## src/hdl/dvh_pkg.sv

```systemverilog
// ----------------------------------------------------------------------------
// dvh_pkg
// Shared types and constants for the distinct value hit table.
// ----------------------------------------------------------------------------
package dvh_pkg;

  localparam int VALUE_W      = 64;
  localparam int HITS_W       = 32;
  localparam int READ_INDEX_W = 4;
  localparam int SLOT_W       = 4;
  localparam int FILL_W       = 5;

  localparam logic FUNC_NOTE = 1'b0;
  localparam logic FUNC_READ = 1'b1;

  // one table entry as held in the RAM
  typedef struct packed {
    logic [VALUE_W-1:0] value;
    logic [HITS_W-1:0]  hits;
  } entry_t;

  // one result transaction
  typedef struct packed {
    logic [SLOT_W-1:0]  slot;
    logic [VALUE_W-1:0] stored_value;
    logic [HITS_W-1:0]  hit_count;
    logic               was_new;
    logic               dropped;
    logic               entry_valid;
    logic [FILL_W-1:0]  fill_count;
  } result_t;

  typedef enum logic [2:0] {
    ST_IDLE,
    ST_SCAN,
    ST_RDREQ,
    ST_RDDAT,
    ST_DONE
  } state_t;

endpackage

```

## src/hdl/dvh_ram.sv

```systemverilog
// ----------------------------------------------------------------------------
// dvh_ram
// Generic single-write, single-read RAM with registered read data.
// ----------------------------------------------------------------------------
module dvh_ram #(
  parameter int WIDTH = 8,
  parameter int DEPTH = 16,
  parameter int AW    = (DEPTH > 1) ? $clog2(DEPTH) : 1
) (
  input  logic             clk,
  input  logic             we,
  input  logic [AW-1:0]    waddr,
  input  logic [WIDTH-1:0] wdata,
  input  logic             re,
  input  logic [AW-1:0]    raddr,
  output logic [WIDTH-1:0] rdata
);

  logic [WIDTH-1:0] mem [DEPTH];

  always_ff @(posedge clk) begin
    if (we) begin
      mem[waddr] <= wdata;
    end
    if (re) begin
      rdata <= mem[raddr];
    end
  end

endmodule

```

## src/hdl/dvh_ctrl.sv

```systemverilog
// ----------------------------------------------------------------------------
// dvh_ctrl
// Sequencer: scans the table RAM one slot a cycle for a note and updates,
// appends or drops; serves reads; and builds the result transaction.
// ----------------------------------------------------------------------------
module dvh_ctrl import dvh_pkg::*; #(
  parameter int TABLE_SLOTS = 16,
  parameter int IDX_W       = (TABLE_SLOTS > 1) ? $clog2(TABLE_SLOTS) : 1
) (
  input  logic                    clk,
  input  logic                    rst,
  input  logic                    s_valid,
  output logic                    s_ready,
  input  logic                    func,
  input  logic [VALUE_W-1:0]      value,
  input  logic [READ_INDEX_W-1:0] read_index,
  output logic                    res_valid,
  input  logic                    res_take,
  output result_t                 res,
  output logic                    ram_we,
  output logic [IDX_W-1:0]        ram_waddr,
  output entry_t                  ram_wdata,
  output logic                    ram_re,
  output logic [IDX_W-1:0]        ram_raddr,
  input  entry_t                  ram_rdata
);

  localparam int CNT_W = $clog2(TABLE_SLOTS + 1);
  localparam int CMP_W = (CNT_W > READ_INDEX_W) ? CNT_W : READ_INDEX_W;

  state_t                  state, state_next;
  logic [VALUE_W-1:0]      value_r;
  logic [READ_INDEX_W-1:0] ridx_r;
  logic [CNT_W-1:0]        fill;
  logic [CNT_W-1:0]        rd_ptr;
  logic                    cmp_vld;
  logic [IDX_W-1:0]        cmp_idx;
  result_t                 res_next;
  logic                    res_load;
  logic                    fill_inc;

  logic              hit, scan_end, full, rd_in_range;
  logic [HITS_W-1:0] hits_inc;

  // compare acts in the cycle after the read address (registered RAM read data)
  assign hit         = cmp_vld && (ram_rdata.value == value_r);
  assign scan_end    = (rd_ptr >= fill);
  assign full        = (fill == CNT_W'(TABLE_SLOTS));
  assign rd_in_range = (CMP_W'(ridx_r) < CMP_W'(fill));
  assign hits_inc    = (ram_rdata.hits == '1) ? ram_rdata.hits
                                              : ram_rdata.hits + HITS_W'(1);

  assign s_ready   = (state == ST_IDLE);
  assign res_valid = (state == ST_DONE);

  always_comb begin
    state_next = state;
    case (state)
      ST_IDLE: begin
        if (s_valid) begin
          state_next = (func == FUNC_READ) ? ST_RDREQ : ST_SCAN;
        end
      end
      ST_SCAN: begin
        if (hit || scan_end) begin
          state_next = ST_DONE;
        end
      end
      ST_RDREQ: begin
        state_next = rd_in_range ? ST_RDDAT : ST_DONE;
      end
      ST_RDDAT: begin
        state_next = ST_DONE;
      end
      ST_DONE: begin
        if (res_take) begin
          state_next = ST_IDLE;
        end
      end
      default: begin
        state_next = ST_IDLE;
      end
    endcase
  end

  always_comb begin
    ram_re          = 1'b0;
    ram_raddr       = rd_ptr[IDX_W-1:0];
    ram_we          = 1'b0;
    ram_waddr       = cmp_idx;
    ram_wdata.value = value_r;
    ram_wdata.hits  = hits_inc;
    res_load        = 1'b0;
    res_next        = '0;
    fill_inc        = 1'b0;
    case (state)
      ST_SCAN: begin
        if (hit) begin
          ram_we                = 1'b1;
          res_load              = 1'b1;
          res_next.slot         = SLOT_W'(cmp_idx);
          res_next.stored_value = ram_rdata.value;
          res_next.hit_count    = hits_inc;
          res_next.entry_valid  = 1'b1;
          res_next.fill_count   = FILL_W'(fill);
        end else if (!scan_end) begin
          ram_re = 1'b1;
        end else if (full) begin
          res_load            = 1'b1;
          res_next.dropped    = 1'b1;
          res_next.fill_count = FILL_W'(fill);
        end else begin
          // append in the next free slot
          ram_we                = 1'b1;
          ram_waddr             = fill[IDX_W-1:0];
          ram_wdata.hits        = HITS_W'(1);
          fill_inc              = 1'b1;
          res_load              = 1'b1;
          res_next.slot         = SLOT_W'(fill);
          res_next.stored_value = value_r;
          res_next.hit_count    = HITS_W'(1);
          res_next.was_new      = 1'b1;
          res_next.entry_valid  = 1'b1;
          res_next.fill_count   = FILL_W'(fill + CNT_W'(1));
        end
      end
      ST_RDREQ: begin
        if (rd_in_range) begin
          ram_re    = 1'b1;
          ram_raddr = IDX_W'(ridx_r);
        end else begin
          res_load            = 1'b1;
          res_next.slot       = SLOT_W'(ridx_r);
          res_next.fill_count = FILL_W'(fill);
        end
      end
      ST_RDDAT: begin
        res_load              = 1'b1;
        res_next.slot         = SLOT_W'(ridx_r);
        res_next.stored_value = ram_rdata.value;
        res_next.hit_count    = ram_rdata.hits;
        res_next.entry_valid  = 1'b1;
        res_next.fill_count   = FILL_W'(fill);
      end
      default: begin
      end
    endcase
  end

  always_ff @(posedge clk) begin
    if (rst) begin
      state   <= ST_IDLE;
      fill    <= '0;
      cmp_vld <= 1'b0;
    end else begin
      state <= state_next;
      if (fill_inc) begin
        fill <= fill + CNT_W'(1);
      end
      if (state == ST_SCAN) begin
        cmp_vld <= ram_re;
      end else begin
        cmp_vld <= 1'b0;
      end
    end
  end

  always_ff @(posedge clk) begin
    if (s_valid && s_ready) begin
      value_r <= value;
      ridx_r  <= read_index;
      rd_ptr  <= '0;
    end else if (state == ST_SCAN && ram_re) begin
      rd_ptr  <= rd_ptr + CNT_W'(1);
      cmp_idx <= rd_ptr[IDX_W-1:0];
    end
    if (res_load) begin
      res <= res_next;
    end
  end

endmodule

```

## src/hdl/distinct_value_hit_table.sv

```systemverilog
// ----------------------------------------------------------------------------
// distinct_value_hit_table
// Table of distinct 64-bit values with saturating 32-bit hit counters.
// ----------------------------------------------------------------------------
// A note transaction searches the filled slots in order, lowest first, one
// RAM read per cycle; on a match it bumps that slot's counter (saturating),
// otherwise it appends the value with a count of one, or reports a drop when
// all TABLE_SLOTS slots are in use. A read transaction returns the entry at
// read_index, marked invalid at or beyond the fill count. One item is worked
// at a time: a note's search runs slot by slot, paced by the single read port
// of the entry RAM and its registered read data. The result sits in an output
// register, so the next item is accepted while an earlier result waits for
// m_axis_tready.
module distinct_value_hit_table import dvh_pkg::*; #(
  parameter int TABLE_SLOTS = 16
) (
  input  logic         clk,
  input  logic         rst,
  input  logic         s_axis_tvalid,
  output logic         s_axis_tready,
  input  logic [71:0]  s_axis_tdata,   // value[63:0], read_index[67:64], zero
  input  logic         s_axis_tuser,   // func
  output logic         m_axis_tvalid,
  input  logic         m_axis_tready,
  // slot[3:0], stored_value[67:4], hit_count[99:68], fill_count[104:100], zero
  output logic [111:0] m_axis_tdata,
  output logic [2:0]   m_axis_tuser    // was_new, dropped, entry_valid
);

  localparam int IDX_W = (TABLE_SLOTS > 1) ? $clog2(TABLE_SLOTS) : 1;

  logic             ram_we, ram_re;
  logic [IDX_W-1:0] ram_waddr, ram_raddr;
  entry_t           ram_wdata, ram_rdata;
  logic             res_valid, res_take;
  result_t          res;
  logic             out_full;
  result_t          out_res;

  dvh_ram #(
    .WIDTH ($bits(entry_t)),
    .DEPTH (TABLE_SLOTS)
  ) u_ram (
    .clk   (clk),
    .we    (ram_we),
    .waddr (ram_waddr),
    .wdata (ram_wdata),
    .re    (ram_re),
    .raddr (ram_raddr),
    .rdata (ram_rdata)
  );

  dvh_ctrl #(
    .TABLE_SLOTS (TABLE_SLOTS)
  ) u_ctrl (
    .clk        (clk),
    .rst        (rst),
    .s_valid    (s_axis_tvalid),
    .s_ready    (s_axis_tready),
    .func       (s_axis_tuser),
    .value      (s_axis_tdata[63:0]),
    .read_index (s_axis_tdata[67:64]),
    .res_valid  (res_valid),
    .res_take   (res_take),
    .res        (res),
    .ram_we     (ram_we),
    .ram_waddr  (ram_waddr),
    .ram_wdata  (ram_wdata),
    .ram_re     (ram_re),
    .ram_raddr  (ram_raddr),
    .ram_rdata  (ram_rdata)
  );

  assign res_take = !out_full || m_axis_tready;

  always_ff @(posedge clk) begin
    if (rst) begin
      out_full <= 1'b0;
    end else if (res_valid && res_take) begin
      out_full <= 1'b1;
    end else if (m_axis_tready) begin
      out_full <= 1'b0;
    end
  end

  always_ff @(posedge clk) begin
    if (res_valid && res_take) begin
      out_res <= res;
    end
  end

  assign m_axis_tvalid = out_full;
  assign m_axis_tdata  = {7'd0, out_res.fill_count, out_res.hit_count,
                          out_res.stored_value, out_res.slot};
  assign m_axis_tuser  = {out_res.entry_valid, out_res.dropped, out_res.was_new};

  a_fill_bound: assert property (@(posedge clk) disable iff (rst)
    m_axis_tvalid |-> (int'(m_axis_tdata[104:100]) <= TABLE_SLOTS))
    else $error("fill count beyond table size");

  a_new_xor_drop: assert property (@(posedge clk) disable iff (rst)
    m_axis_tvalid |-> !(m_axis_tuser[0] && m_axis_tuser[1]))
    else $error("result both new and dropped");

  a_drop_full: assert property (@(posedge clk) disable iff (rst)
    (m_axis_tvalid && m_axis_tuser[1]) |->
      (!m_axis_tuser[2] && int'(m_axis_tdata[104:100]) == TABLE_SLOTS))
    else $error("drop reported with room left or valid entry");

  a_one_at_a_time: assert property (@(posedge clk) disable iff (rst)
    (s_axis_tvalid && s_axis_tready) |=> !s_axis_tready)
    else $error("second transaction accepted while busy");

endmodule

```

## config.mk

```make
export PLATFORM = sky130hd
export DESIGN_NAME = distinct_value_hit_table
export DESIGN_NICKNAME = d
export VERILOG_FILES = /design/src/hdl/dvh_pkg.sv /design/src/hdl/dvh_ram.sv /design/src/hdl/dvh_ctrl.sv /design/src/hdl/distinct_value_hit_table.sv
export SDC_FILE = /design/constraint.sdc
export NUM_CORES = 2
export LEC_CHECK = 0
export ABC_AREA = 0
export BUFFER_PORTS_ARGS = -buffer_cell sky130_fd_sc_hd__clkbuf_2
export CAP_MARGIN = 5
export CORE_ASPECT_RATIO = 0.9
export CORE_UTILIZATION = 50
export CTS_CLUSTER_SIZE = 40
export DETAILED_ROUTE_END_ITERATION = 7
export PLACE_DENSITY = 0.69
export REMOVE_ABC_BUFFERS = 1
export SYNTH_ARGS = -nofsm -noshare
export SYNTH_HDL_FRONTEND = slang
export SYNTH_SLANG_ARGS = --single-unit
```

## constraint.sdc

```tcl
create_clock -name clk -period 7.22 [get_ports clk]
set_input_delay 0.361 -clock clk [delete_from_list [all_inputs] [get_ports clk]]
set_output_delay 0.361 -clock clk [all_outputs]
set_load 0.03 [all_outputs]
```

# Word level (Yosys, flattened, before mapping)
# Memory sizes are Yosys's and may differ from the RTL's. A register that Yosys moved wholly into a read port is not among the register bits.
# Index checks and enable logic that the tools add are counted.
[totals]
regBits = 303
latchBits = 0
ram_bits = 1536
mem_bits_ro = 0
inputBits = 77
output_inout_bits = 117
word_cells = 101
memories = 1
[memory_table]
columns = ["name", "words", "width", "rd", "rd_clocked_by_memory_dff", "wr", "line_no", "source"]
rows = [
  ["u_ram.mem", 16, 96, 1, 1, 1, "dvh_ram.sv:19", "logic [WIDTH-1:0] mem [DEPTH];"],
]
[op_classes]
n_addsub = 3
multipliers = 0
n_div = 0
magnitude_cmp = 2
n_eq_ne = 10
shifts = 0
n_mux = 47
bitwise = 3
n_reduce_logical = 13
[op_table]
columns = ["cell", "n"]
rows = [
  ["$pmux 96 s2", 1],
  ["$mux 32", 5],
  ["$mux 108", 1],
  ["$mux 101", 1],
  ["$mux 100", 1],
  ["$eq 64x64->1", 1],
  ["$add 32x1->32 const B", 1],
  ["$eq 32x32->1 const B", 1],
  ["$mux 4", 7],
  ["$mux 1", 17],
  ["$pmux 3 s5", 1],
  ["$pmux 5 s3", 1],
  ["$mux 3", 4],
  ["$pmux 4 s3", 1],
  ["$add 5x1->5 const B", 2],
  ["$mux 5", 2],
  ["$eq 3x2->1 const B", 2],
  ["$mux 6", 1],
  ["$eq 5x5->1 const B", 1],
  ["$ge 5x5->1", 1],
  ["$lt 4x5->1", 1],
  ["$logic_and 1x1->1", 4],
  ["$ne 2x1->1 const B", 2],
  ["$pmux 1 s2", 2],
  ["14 further kinds", 17],
]

# Depth between registers and ports, before layout
[depth]
ltp_word = 7
mapped_depth = 15
ltp_nobuf = 11

# Cells and area by module
# A second synthesis with hierarchy kept.
[hier_totals]
cells_unflattened = 3377
area_unflattened_um2 = 73410.4
[modules_own_cells]
columns = ["module", "instances", "cells_each", "area_each_um2", "seq_area_each_um2"]
rows = [
  ["dvh_ram", 1, 2460, 60316.6, 49007.0],
  ["dvh_ctrl", 1, 796, 9739.3, 5685.5],
  ["distinct_value_hit_table", 1, 121, 3354.5, 3263.1],
]

# Worst setup path after synthesis
# Ideal clock, no wire load.
[synth_timing]
kind = "register -> register"
from = "register u_ctrl.value_r[62]"
to = "memory u_ram.mem[15][0] in the netlist's numbering (enable)"
setup_ps = 552
t_arrival_ps = 6534
required_ps = 6668
setup_slack_ps = 134
stages_incl_launch_ff = 10
path_buffers = 1
period_less_slack_ps = 7086
cell_sequence = "edfxtp_1 > xor2_1 > nor4_1 > nand4_1 > nor3_1 > nand3_1 > clkbuf_1 > a2bb2oi_1 > o21ai_0 > nor2_1"
[synth_via]
elab_chain_len = 6
elab_cells_between_ends = 8
classes_between = "1 x eq/ne; 6 x mux; 1 x reduce/logical"
[synth_lines]
columns = ["item", "line_no", "source"]
rows = [
  ["start: declaration", "dvh_ctrl.sv:32", "logic [VALUE_W-1:0] value_r;"],
  ["start signal: assignment", "dvh_ctrl.sv:170", "value_r <= value;"],
  ["$eq 64x64->1 *", "dvh_ctrl.sv:46", "assign hit = cmp_vld && (ram_rdata.value == value_r);"],
  ["$logic_and 1x1->1 *", "dvh_ctrl.sv:46", ""],
  ["$mux 1", "dvh_ctrl.sv:98", "if (hit) begin"],
  ["$mux 1", "dvh_ctrl.sv:96", "case (state)"],
  ["$mux 1", "dvh_ram.sv:22", "if (we) begin"],
  ["$mux 1 (implied by the code)", "dvh_ram.sv:23", "mem[waddr] <= wdata;"],
  ["end: declaration", "dvh_ram.sv:19", ""],
]
# Mark *: on every way between the ends. The rest lies on a longest branch, timed or not.

# Worst setup path after layout
[layout_timing]
from = "register u_ctrl.value_r[12]"
to = "memory u_ram.mem[15][90] in the netlist's numbering (enable)"
# The elaborated chain is that of the path after synthesis.

==> reports/results.tsv <==
stage	metric	value	unit
clock_network	Post-CTS Setup Inserts	0	
global_routing	GR Util met3	3.715	%
placement	# port buffers	182	
clock_network	clock root buffer	clkbuf_16	
die	Die Width	406.6	um
power_and_ir_drop	worst vdd ir	0.2647	mV
timing	Setup Skew	0.03341	ns
synth	Post-Synthesis Cells	4005	
die	Die Y	366.2	um
die	num rows	133	
drt	Final ANT Viol Nets	0	
outcome	status	finished clean	
finish	layout cells sized above 1	12.38	%
timing	Max Transition Viols Final	0	
finish	most frequent cells in the layout	edfxtp_1, mux2i_1, o22ai_1, clkbuf_16, clkbuf_2	
timing	final hold violations	0	
global_routing	most used routing layer	met2	
global_routing	Remaining Overflow, GRT	0	
timing	RSZ-0062 raised after global routing	false	
timing	final worst setup slack	1.730	ns
synth	Most used DFF post-synth	edfxtp_1	
global_routing	initial antenna violation count	5	
critical_path	Critical Path AT	5.90	ns
critical_path	WS Path Type	flip-flop to flip-flop	
clock_network	cts bufs inserted	186	
drt	Remaining DRCs	0	
power_and_ir_drop	Internal Power	18.31	mW
die	Core Area	146100	um^2
synth	Mapped Area	73670	um^2
timing	fin crit share	76.03	%
power_and_ir_drop	P per Cell Area	278.6	nW/um^2
clock_network	Clock Pin Slew Worst Setup and Hold Paths	0.06	ns
timing	final setup fails	0	
placement	worst slack, placed	1.973	ns
finish	Final Non-Filler Cells	6439	
critical_path	crit start category	flip-flop	
synth	Post-synth EDFFs	1920	
die	Die Footprint	148900	um^2
critical_path	CP max FO	38	
critical_path	Critical Path RT	7.63	ns
global_routing	global routing usage on met2	35.72	%
synth	top post-synthesis cells by area	edfxtp_1, mux2i_1, o22ai_1, or4_1, xor2_1	
global_routing	GRT Util Overall	23.21	%
synth	Unique masters post-synth	55	
power_and_ir_drop	Leak	32.14	nW
timing	TNS Setup	0	ns
clock_network	CTS Sinks	1935	
finish	most common cell after layout, fill and taps aside	edfxtp_1	
clock_network	CTS tree	done	
finish	antenna cells	0	
die	IO Count	194	
drt	via-per-instance ratio	5.978	
power_and_ir_drop	Reg power frac	55.8	%
timing	Slew HR	18.82	%
global_routing	vias in the first global route	37280	
power_and_ir_drop	logic gate share of total power	4.6	%
drt	DR iter-0 viols	4261	
drt	via count	38490	
synth	share of the synthesized area in the top cell type	78.26	%
timing	Slew @ Worst Pin	1.218	ns
clock_network	post-CTS sizing	0	
global_routing	met1 usage	34.49	%
global_routing	first-pass GRT wire length	251100	um
flow_run	max-cap violations	0	
drt	first-pass detailed-route iteration total	5	
synth	Syn Area/Cell	18.40	um^2
clock_network	H-tree levels	4	
timing	fin crit period	5.490	ns
finish	synth-to-layout area growth	13.91	%
finish	post-layout utilization of the core	57.44	%
power_and_ir_drop	Sw Ratio	21.70	%
synth	FFs w/ async S/R, synth	0	%
placement	Routability Congestion	0.8069	
critical_path	CP endpoint kind	flip-flop	
drt	routed length per instance	27.07	um
timing	f_max	0.1822	GHz
finish	Nets	4420	
drt	final wirelength	174300	um
placement	HPWL Detailed	87130	um
placement	placed cells	6024	
power_and_ir_drop	Switching Power	5.074	mW
clock_network	clk_lat worst skew	0.81	ns
synth	post-synthesis sequential area ratio	78.66	%
global_routing	pin count of the biggest net entering global routing	120	
power_and_ir_drop	Tot Pwr	23.38	mW
synth	Yosys top cell by area	edfxtp_1	
synth	YS warnings	0	
power_and_ir_drop	Clock Power Share	39.5	%
synth	synthesized flop and latch total	1935	
worst_hold_path	HP Class	input port to flip-flop	
clock_network	CTS Buffer Depth	3	
die	Initial Util	50.42	%
-- worst paths after layout --
| kind | start | end | slack (ns) | cells past startpoint |
|---|---|---|---|---|
| setup / recovery | u_ctrl.value_r[12] | u_ram.mem[15][90] | 1.73 | 13 |
| hold / removal | s_axis_tdata[17] | u_ctrl.value_r[17] | 0.26 | 2 |
| setup reg to reg | u_ctrl.value_r[12] | u_ram.mem[15][90] | 1.73 | 13 |
| hold reg to reg | u_ctrl.res[23] | m_axis_tdata[83] | 0.42 | 0 |
-- logic make-up (layout without fill, tap and decap cells) --
family	after synthesis	in the layout	share of synthesized area, %
DFF	1935	1935	78.66
other	1	7	0.005090
buffers and inverters	230	701	1.430
xor gates and xnor gates	95	95	1.129
muxes	782	782	10.64
AOI/OAI and AO/OA	580	580	5.108
adders and majority gates	13	13	0.2208
and+or+nand+nor	369	369	2.804
-- per-layer routing --
metal  up-vias  part of all wire (%)
met5         -                0.0063
met4         2                   2.1
met3       242                   8.2
met2      1698                    47
met1     19690                    43
li1      16860                     -
-- power by group through the flow --
| stage | Combinational [mW] | Sequential, mW | Clock, mW |
|---|---|---|---|
| final | 1.08 | 13.1 | 9.24 |
| after global routing | 1.15 | 13.1 | 9.79 |
| after global placement | 1.04 | 13.3 | 0 |
| after CTS | 1.09 | 13.1 | 9.37 |
| after detailed placement | 1.05 | 13.3 | 0 |
| after floorplan | 1.86 | 13.3 | 0 |
-- cell usage after synthesis (all sizes together) (2+ instances only) --
cell type	n
and4	4
clkbuf	82
nand4	16
nor2b	12
nand2b	18
nand3	19
edfxtp	1920
inv	17
nor3	10
xor2	78
ha	13
o211ai	2
nand2	69
a21oi	30
buf	131
mux2	5
xnor2	17
o41ai	4
nor2	70
dfxtp	15
nand3b	3
and2	4
o21ai	53
and3	22
a22o	65
or4	97
o31ai	16
o21a	2
a211oi	3
a2111oi	2
a21boi	3
o22ai	385
a21o	4
mux2i	777
nor4	22
a31oi	5
-- sequential cells by signal, indices dropped and copies added, names as in the netlist --
name / flops
u_ram.rdata: 96
u_ctrl.value_r: 64
u_ctrl.cmp_vld: 1
m_axis_tuser: 3
u_ctrl.res: 108
u_ctrl.rd_ptr: 5
u_ctrl.fill: 5
m_axis_tvalid: 1
u_ctrl.ridx_r: 4
m_axis_tdata: 105
u_ram.mem: 1536
u_ctrl.cmp_idx: 4
u_ctrl.state: 3
-- layout make-up --
type | instances | area [um^2]
clock inverters | 95 | 773.2
fillers | 10960 | 62190
well taps | 1957 | 2449
multi-input cells | 1846 | 14930
flip-flops and latches | 1935 | 57960
repair buffers | 344 | 2765
inverters | 17 | 66.31
clock buffers | 245 | 4981
-- per-stage QoR --
stage | cell area, um^2 | hold WS, ns
after floorplan | 72710 | 0.4003
after global placement | 77420 | 0.4041
after detailed placement | 77420 | 0.4045
after CTS | 83920 | 0.2173
after global routing | 83920 | 0.2394
final | 83920 | 0.2643
-- critical path, stage by stage (launching register included) --
cell       delay [ns]
edfxtp_1         0.69
xor2_1           0.30
nor4_1           0.64
nand4_1          0.37
a2111oi_1        0.51
buf_4            0.23
nand2_1          0.06
buf_4            0.19
a21boi_0         0.34
o21ai_0          0.17
buf_4            0.21
nor2_4           0.11
buf_4            0.48
buf_4            0.76
-- repair_timing --
item | CTS | global route
endpoints found under the setup margin | 0 | 0
hold buffers | 75 | 0
hold endpoints to repair | 75 | 0
Power figures use the tool's default switching activity.
